### src/hw/rtl/ple_pkg.sv
package ple_pkg;

    // Command codes
    typedef enum logic [1:0] {
        CMD_INSERT = 2'd0,
        CMD_DELETE = 2'd1,
        CMD_GET    = 2'd2,
        CMD_LOCATE = 2'd3
    } cmd_t;

    // Result status codes
    typedef enum logic [1:0] {
        ST_OK     = 2'd0,
        ST_FULL   = 2'd1,
        ST_EMPTY  = 2'd2,
        ST_BADPOS = 2'd3
    } status_t;

    // Widths of the fixed payload fields
    localparam int POS_BITS  = 8;
    localparam int DATA_BITS = 32;

    // Per-cell update controls
    typedef struct packed {
        logic load;   // take the new word
        logic up;     // take the left neighbor's word
        logic down;   // take the right neighbor's word
    } cell_ctl_t;

endpackage

### src/hw/rtl/ple_cell.sv
module ple_cell
    import ple_pkg::*;
#(
    parameter int WORD_BITS = 32
)
(
    input  logic                 clk,
    input  cell_ctl_t            ctl,
    input  logic [WORD_BITS-1:0] din,
    input  logic [WORD_BITS-1:0] left_word,
    input  logic [WORD_BITS-1:0] right_word,
    input  logic [WORD_BITS-1:0] key,
    output logic [WORD_BITS-1:0] word,
    output logic                 match
);

    logic [WORD_BITS-1:0] word_reg;
    logic [WORD_BITS-1:0] word_next;

    // Pick the source for this entry
    always_comb
    begin
        if (ctl.load)
        begin
            word_next = din;
        end
        else if (ctl.up)
        begin
            word_next = left_word;
        end
        else if (ctl.down)
        begin
            word_next = right_word;
        end
        else
        begin
            word_next = word_reg;
        end
    end

    // Hold the entry
    always_ff @(posedge clk)
    begin
        word_reg <= word_next;
    end

    assign word  = word_reg;
    assign match = (word_reg == key);

endmodule

### config.mk
export PLATFORM = sky130hd
export DESIGN_NAME = ple_cell
export DESIGN_NICKNAME = d
export VERILOG_FILES = /design/src/hw/rtl/ple_pkg.sv /design/src/hw/rtl/ple_cell.sv
export SDC_FILE = /design/constraint.sdc
export NUM_CORES = 1
export LEC_CHECK = 0
export BUFFER_PORTS_ARGS = -buffer_cell sky130_fd_sc_hd__buf_2
export CAP_MARGIN = 25
export CORE_MARGIN = 4
export CORE_UTILIZATION = 35
export CTS_BUF_LIST = sky130_fd_sc_hd__clkbuf_16
export CTS_CLUSTER_DIAMETER = 80
export DETAILED_ROUTE_END_ITERATION = 12
export PLACE_DENSITY = 0.85
export SLEW_MARGIN = 30
export SYNTH_ARGS = -nofsm -noshare
export SYNTH_HDL_FRONTEND = slang
export SYNTH_SLANG_ARGS = --single-unit
### constraint.sdc
create_clock -name clk -period 3.85 [get_ports clk]
set_input_delay 0.1925 -clock clk [delete_from_list [all_inputs] [get_ports clk]]
set_output_delay 0.1925 -clock clk [all_outputs]
set_load 0.005 [all_outputs]
==> flow_summary.toml <==
[run_status]
run_status = "complete, no violations"

[sta]
final.min_clock_period_ns = 1.82
report.final.hold_viol_count = 0
report.final.setup_viol = 0
rsz0062_at_grt = "false"
slew_viol_final = 0
maxSlewHeadroom = 0.587
tns_ns = 0
fmax_mhz = 548
max_slew.worst_pin.slew_ns = 0.619
final_clock_period_utilization_by_the_worst_path = 0.474

[clock_network]
cts.clk_slew.worst_paths_ns = 0.05
tritoncts = "built"
clock_path_buffers = 2
cts_hold_buf = 0
cts_setup_buffers = 0
number_of_buffers_created_by_cts = 5
cts.root.buffer_cell = "clkbuf_16"
cts.htree.levels = 2
tritoncts_num_sinks = 32
ctsResizeCount = 0

[die]
core_region_area_um2 = 5510
chipHeight_um = 83.3
die_width_um = 83.3
dieArea_um2 = 6940
floorplan.io_pins = 165
rows = 27
initial_util = 0.360

[detailed_routing]
drt_iter0_markers = 52
dr_total_vias = 1930
avgRoutedWirePerCell_um = 13.8
finalWirelength_mm = 5.79
remaining_drc_errors = 0
viasPerCell = 4.61
drtAntennaViolNets = 0
firstDrtPassIters = 4

[synth]
yosysSeqAreaShare = 0.484
synth-warning-count = 0
synth_largest_type_area_fraction = 0.484
synth-xor-area-share = 0.141
netlist.top_cell.by_area = "edfxtp_1"
post_synth_instance_area_um2 = 1980
post_synthesis_instance_total = 183
post_synth_num_cell_types = 13
ys_ff_latch = 32
synthTopCellsByArea = "edfxtp_1 48%, mux2i_1 16%, xor2_1 14%, o21ai_0 8.1%, nand2_1 6.1%"
syn_area_per_cell_um2 = 10.8
synth_compound_area_frac = 0.0807
synth-adder-area-share = 0
synth_mux_area_frac = 0.161
postSynthNetCount = 315
synth_top_family_by_area = "multiplexers"
synth-simple-area-share = 0.0971

[power]
cellLeakagePower_nw = 1.53
vdd.ir_drop.worst_mv = 0.178
power_per_cell_area_nw_per_um2 = 368

[min_path]
worstHoldPathCells = 3
worstHoldPathType = "in -> reg"

[final_layout]
antenna-diode-count = 0
flip_flop_count_of_the_largest_register_after_layout = 32
syn2layout_area_growth_pct = 51.7
drive_gt1_frac = 0.499
layout_commonest_cell = "buf_2"
post_layout_nonfiller_instances = 419
fillCellCount = 492
finalNetCount = 478

[worst_setup_path]
worstSetupStartpointType = "flop"
crit_path_end_kind = "primary output"
path_cells = "xor2_1 -> nor4_1 -> nand4_1 -> nor2_1 -> buf_2"
crit_type = "reg -> out"
required_ns = 3.66
cp_slowest_cell = "edfxtp_1"
slowest_delay_ns = 0.41
critPathMaxFanout = 2
crit_arrival_ns = 1.63

[global_route]
grtUsageTotal = 0.161
grt_start_max_net_pins = 66
grt_antenna_before_repair = 0
grt_pass1_wl_mm = 8.97
via_count_of_the_first_global_routing_pass = 1948
globalRoute.totalOverflow = 0

[job]
maxCapViolCount = 0

[place]
buffer_ports.inserted = 164
placed_cells = 411
globalplace.congestion = 0.836
post-dp-hpwl_mm = 4.85
final cells by class:
| cell class | instances | area [µm²] | share of cell area |
|---|---|---|---|
| sequential | 32 | 961 | 0.319 |
| multi-input combinational | 140 | 953 | 0.317 |
| timing repair buffer | 167 | 843 | 0.280 |
| clock buffer | 5 | 125 | 0.0416 |
| tap | 72 | 90.1 | 0.0299 |
| clock inverter | 3 | 37.5 | 0.0125 |
cells by family (layout without fill, tap and decap cells):
kind of cell	count (synthesis)	count (layout)
muxes	32	32
buffers and inverters	11	175
DFF	32	32
AOI/OAI and AO/OA	32	32
xor gates and xnor gates	32	32
and+or+nand+nor	44	44
final timing paths:
path	startpoint	to	slack [ns]
max	word[31]	match	2.03
min	din[29]	word[29]	0.20
critical path: cells and delay by family, from the launching register on:
| kind | cells | cell delay [ns] |
|---|---|---|
| xor gates and xnor gates | 1 | 0.16 |
| and+or+nand+nor | 3 | 0.67 |
| buffers and inverters | 1 | 0.12 |
| DFF | 1 | 0.41 |
Yosys cell counts:
cell,number
buf_2,2
buf_4,1
buf_6,3
clkbuf_1,5
edfxtp_1,32
mux2i_1,32
nand2_1,32
nand4_1,2
nor2_1,1
nor4_1,8
o21ai_0,32
or3_1,1
xor2_1,32
stage by stage:
stage | setup slack (ns) | power, W | util | hold slack [ns] | cell area [µm²]
after floorplan | 2.33 | 0.000562 | - | 0.380 | 1980
after global placement | 1.84 | 0.000682 | 0.517 | 0.477 | 2850
after detailed placement | 1.77 | 0.000690 | 0.517 | 0.479 | 2850
after CTS | 1.98 | 0.00112 | 0.547 | 0.196 | 3010
after global routing | 1.93 | 0.00116 | 0.547 | 0.217 | 3010
final | 2.03 | 0.00111 | 0.547 | 0.202 | 3010
routing by layer:
metal,routed length (µm),track usage
met2,3070,0.304
met1,2070,0.170
met3,533,0.0437
met5,0,0
met4,124,0.0579
report_power, final:
part / switching [W] / total [W] / internal (W)
combinational: 0.0000997 / 0.000221 / 0.000121
clock: 0.000128 / 0.000428 / 0.000300
sequential: 0.0000260 / 0.000459 / 0.000433
total: 0.000254 / 0.00111 / 0.000854
Note: power is estimated with default switching activity, not from simulation.
