===== src/hw/rtl/ple_pkg.sv =====
package ple_pkg;

    // Command codes
    typedef enum logic [1:0] {
        CMD_INSERT = 2'd0,
        CMD_DELETE = 2'd1,
        CMD_GET    = 2'd2,
        CMD_LOCATE = 2'd3
    } cmd_t;

    // Result status codes
    typedef enum logic [1:0] {
        ST_OK     = 2'd0,
        ST_FULL   = 2'd1,
        ST_EMPTY  = 2'd2,
        ST_BADPOS = 2'd3
    } status_t;

    // Widths of the fixed payload fields
    localparam int POS_BITS  = 8;
    localparam int DATA_BITS = 32;

    // Per-cell update controls
    typedef struct packed {
        logic load;   // take the new word
        logic up;     // take the left neighbor's word
        logic down;   // take the right neighbor's word
    } cell_ctl_t;

endpackage


===== src/hw/rtl/ple_scan.sv =====
module ple_scan
    import ple_pkg::*;
#(
    parameter int CAPACITY = 128
)
(
    input  logic                clk,
    input  logic                rst_n,
    input  logic                start,
    input  logic [CAPACITY-1:0] match_in,
    output logic                done,
    output logic [POS_BITS-1:0] found_at
);

    localparam int CHUNK  = 16;
    localparam int LOC_W  = 4;
    localparam int NCHUNK = (CAPACITY + CHUNK - 1) / CHUNK;
    localparam int VEC_W  = NCHUNK * CHUNK;
    localparam int CH_W   = (NCHUNK > 1) ? $clog2(NCHUNK) : 1;
    localparam int FW     = CH_W + LOC_W + 1;

    logic             active_reg;
    logic             active_next;
    logic [CH_W-1:0]  cnt_reg;
    logic [CH_W-1:0]  cnt_next;
    logic [VEC_W-1:0] vec_reg;
    logic [VEC_W-1:0] vec_next;

    logic             hit;
    logic [LOC_W-1:0] loc;
    logic             last;

    // Find the lowest match in the current chunk
    always_comb
    begin
        hit = 1'b0;
        loc = '0;
        for (int b = CHUNK - 1; b >= 0; b--)
        begin
            if (vec_reg[b])
            begin
                hit = 1'b1;
                loc = LOC_W'(b);
            end
        end
    end

    assign last     = (cnt_reg == CH_W'(NCHUNK - 1));
    assign done     = active_reg && (hit || last);
    assign found_at = hit ? POS_BITS'({1'b0, cnt_reg, loc} + FW'(1)) : '0;

    // Advance one chunk per cycle
    always_comb
    begin
        active_next = active_reg;
        cnt_next    = cnt_reg;
        vec_next    = vec_reg >> CHUNK;
        if (start)
        begin
            active_next = 1'b1;
            cnt_next    = '0;
            vec_next    = VEC_W'(match_in);
        end
        else if (done)
        begin
            active_next = 1'b0;
        end
        else if (active_reg)
        begin
            cnt_next = cnt_reg + CH_W'(1);
        end
    end

    always_ff @(posedge clk or negedge rst_n)
    begin
        if (!rst_n)
        begin
            active_reg <= 1'b0;
            cnt_reg    <= '0;
        end
        else
        begin
            active_reg <= active_next;
            cnt_reg    <= cnt_next;
        end
    end

    always_ff @(posedge clk)
    begin
        vec_reg <= vec_next;
    end

endmodule


===== config.mk =====
export PLATFORM = sky130hd
export DESIGN_NAME = ple_scan
export DESIGN_NICKNAME = d
export VERILOG_FILES = /design/src/hw/rtl/ple_pkg.sv /design/src/hw/rtl/ple_scan.sv
export SDC_FILE = /design/constraint.sdc
export NUM_CORES = 1
export LEC_CHECK = 0
export BUFFER_PORTS_ARGS = -buffer_cell sky130_fd_sc_hd__buf_4
export CAP_MARGIN = 20
export CORE_MARGIN = 5
export CORE_UTILIZATION = 40
export DETAILED_ROUTE_END_ITERATION = 16
export PLACE_DENSITY = 0.73
export RECOVER_POWER = 25
export SYNTH_ARGS = -nofsm -noshare
export SYNTH_HDL_FRONTEND = slang
export SYNTH_SLANG_ARGS = --single-unit

===== constraint.sdc =====
create_clock -name clk -period 2.55 [get_ports clk]
set_input_delay 0.3825 -clock clk [delete_from_list [all_inputs] [get_ports clk]]
set_output_delay 0.3825 -clock clk [all_outputs]
set_load 0.005 [all_outputs]

==> results_dict.tcl <==
set metrics [dict create \
    layout_common_cells "buf_4 (144), dfxtp_1 (120), mux2_2 (112)" \
    utilization_pct 57.6 \
    h-tree-depth 4 \
    ir_drop_uv 485 \
    place_ws_ns -0.0162 \
    dp_cells 619 \
    setup_viol 4 \
    die_y_um 117 \
    grt_overflow_total 0 \
    p_leak_nw 2.84 \
    synth_nets 483 \
    finalCritPeriodShare_pct 105 \
    clockBufferDepth 2 \
    relSlewSlack_pct 13.2 \
    gp_congestion 0.851 \
    violations "negative setup slack" \
    dieArea_um2 13700 \
    fin_crit_ns 2.68 \
    hpwl_mm 7.09 \
    critPathMaxFanout 6 \
    synth.avg_cell_area_um2 13.2 \
    grt_setup_unrepaired "true" \
    ant_nets 0 \
    n_antenna_cell 0 \
    drtIter0Drc 114 \
    cts.sinks 132 \
    numCtsBuffers 17 \
    clkTransAtPathRegs_ns 0.06 \
    final_cells 656 \
    syn_area_um2 4590 \
    io_pins 140 \
    fp.dieW_um 117 \
    fin_ws_ns -0.132 \
    drive_above_1_share_pct 61.8 \
    core_um2 11300 \
    status "finished, violations left" \
    dr.pass1.iters 4 \
    drc 0 \
    slew_violations 0 \
    via_per_inst 4.60 \
    synth.ff_latch_count 132 \
    yosysTopAreaCell "dfxtp_1" \
    wire_per_inst_um 14.9 \
    rows 39 \
    via_count 3017 \
    grt_max_degree 52 \
    area_growth_pct 42.0 \
    finalHoldViolations 0 \
    setup.worst_path.start_class "flop" \
    finalSetupTns_ns -0.257 \
    grt_pass1_wl_mm 15.2 \
    worst_slew_pin_slew_ns 1.30 \
    fmax_mhz 373 \
    skew_ns 0.00550 \
    critPathCaptureType "output port" \
    regArea_um2 2680 \
    portBuffers 139 \
    wl_mm 9.80 \
    arrival_ns 2.30 \
    nFillCells 930 \
    cts_tree "done" \
    powerDensity_nw_per_um2 778 \
    clk-insertion-delay-late_ns 0.40 \
    final_common_cell "buf_4" \
    seq_area_frac_synth_pct 58.0 \
    synth_area_leaders "dfxtp_1 (56%), mux2_2 (27%), and2_1 (2.2%), dfrtp_1 (2.2%), nor4_4 (1.4%)" \
    ys_types 38 \
    largest_reg_flops 128 \
    synthCells 349 \
    antenna_found_initial 0 \
    netlist.area_leader.share_pct 55.8 \
    power.total_mw 5.08 \
    start_util_pct 40.6 \
    root_buffer "clkbuf_16" \
    drv_cap 0 \
    multiInputGateArea_um2 1950 \
    crit_type "flop to output port" \
    hold_path_class "input pin to flop" \
    worstPathRequired_ns 2.17 \
    nets 636 \
    yosysWarnings 0 \
    grt_pass1_vias 3214 \
    track_usage_pct 14.8 \
]
==> report_power, final <==
| part | total [mW] | switching (mW) | internal [mW] |
|---|---|---|---|
| registers | 2.34 | 0.0798 | 2.26 |
| logic | 0.523 | 0.165 | 0.358 |
| clock network | 2.22 | 0.818 | 1.40 |
| total | 5.08 | 1.06 | 4.01 |
==> cells in the mapped netlist, drive strengths merged <==
library cell    n
mux2i           3
o31a            1
dfrtp           4
nor2b           2
clkbuf          8
nand3           3
nor3b           1
xnor2           1
a2111oi         1
buf             8
or4             2
o21a            1
mux2          112
o31ai           1
o211a           1
or4b            1
nand2           5
and3            1
and2           16
o311ai          1
or2             2
nor3            3
a211oi          1
a21o            2
a21oi           5
ha              3
nand2b          2
a21boi          1
o21ai           6
inv             4
dfxtp         128
a311oi          1
nor2           13
nor4            4
and4            1
==> cell type report <==
class | count | area share (%)
clock buffer | 21 | 7.21
clock inverter | 9 | 1.25
inverter | 4 | 0.230
multi-input combinational | 197 | 29.9
sequential | 132 | 41.0
tap | 143 | 2.74
timing repair buffer | 150 | 17.6
==> per-layer routing <==
layer  track usage (%)  part of all wire [%]  up-vias
li1                  -                     -     1527
met1              15.3                    38     1369
met2              24.1                    50      105
met3              9.20                    11       16
met4              6.12                   1.5        0
met5                 0                     0        -
==> logic make-up (layout without fill, tap and decap cells) <==
logic type                 count (synthesis)  in the layout  synth area share [%]
DFF                                      132            132                  58.0
muxes                                    115            115                  28.1
and+or+nand+nor                           56             56                  7.76
AOI/OAI and AO/OA                         22             22                  3.30
buffers and inverters                     20            184                  1.88
adders and majority gates                  3              3                 0.817
xor gates and xnor gates                   1              1                 0.191
==> stage by stage <==
stage               instance area [µm²]  hold slack [ns]
finish                             6530            0.182
global placement                   5790            0.178
CTS                                6420            0.166
global route                       6530            0.159
floorplan                          4590           0.0869
detailed placement                 5790            0.183
==> path summary, 6_finish.rpt <==
kind	end	slack (ns)	from	depth (start not counted)
worst max-delay path	found_at[6]	-0.13	vec_reg[15]	9
worst min-delay path	vec_reg[126]	0.18	match_in[126]	2
worst max register to register	cnt_reg[2]	0.50	vec_reg[14]	5
worst min register to register	vec_reg[78]	0.45	vec_reg[94]	1
max in group asynchronous	active_reg	2.03	rst_n	2
min in group asynchronous	cnt_reg[1]	0.34	rst_n	2
==> critical path, stage by stage, from the launching register on <==
cell     delay (ns)
dfxtp_2        0.33
nor2b_4        0.12
o21a_1         0.18
or4_1          0.40
a21o_1         0.21
ha_4           0.20
a21oi_4        0.13
o21ai_2        0.08
o21ai_1        0.10
buf_4          0.14
==> what timing repair did <==
item / CTS / global route
pin swaps: 5 / 8
endpoints found under the setup margin: 7 / 7
buffers inserted: 2 / 4
resized for setup: 20 / 15
endpoints found under the hold margin: 4 / 0
hold buffers: 1 / 0
Power figures use the tool's default switching activity.
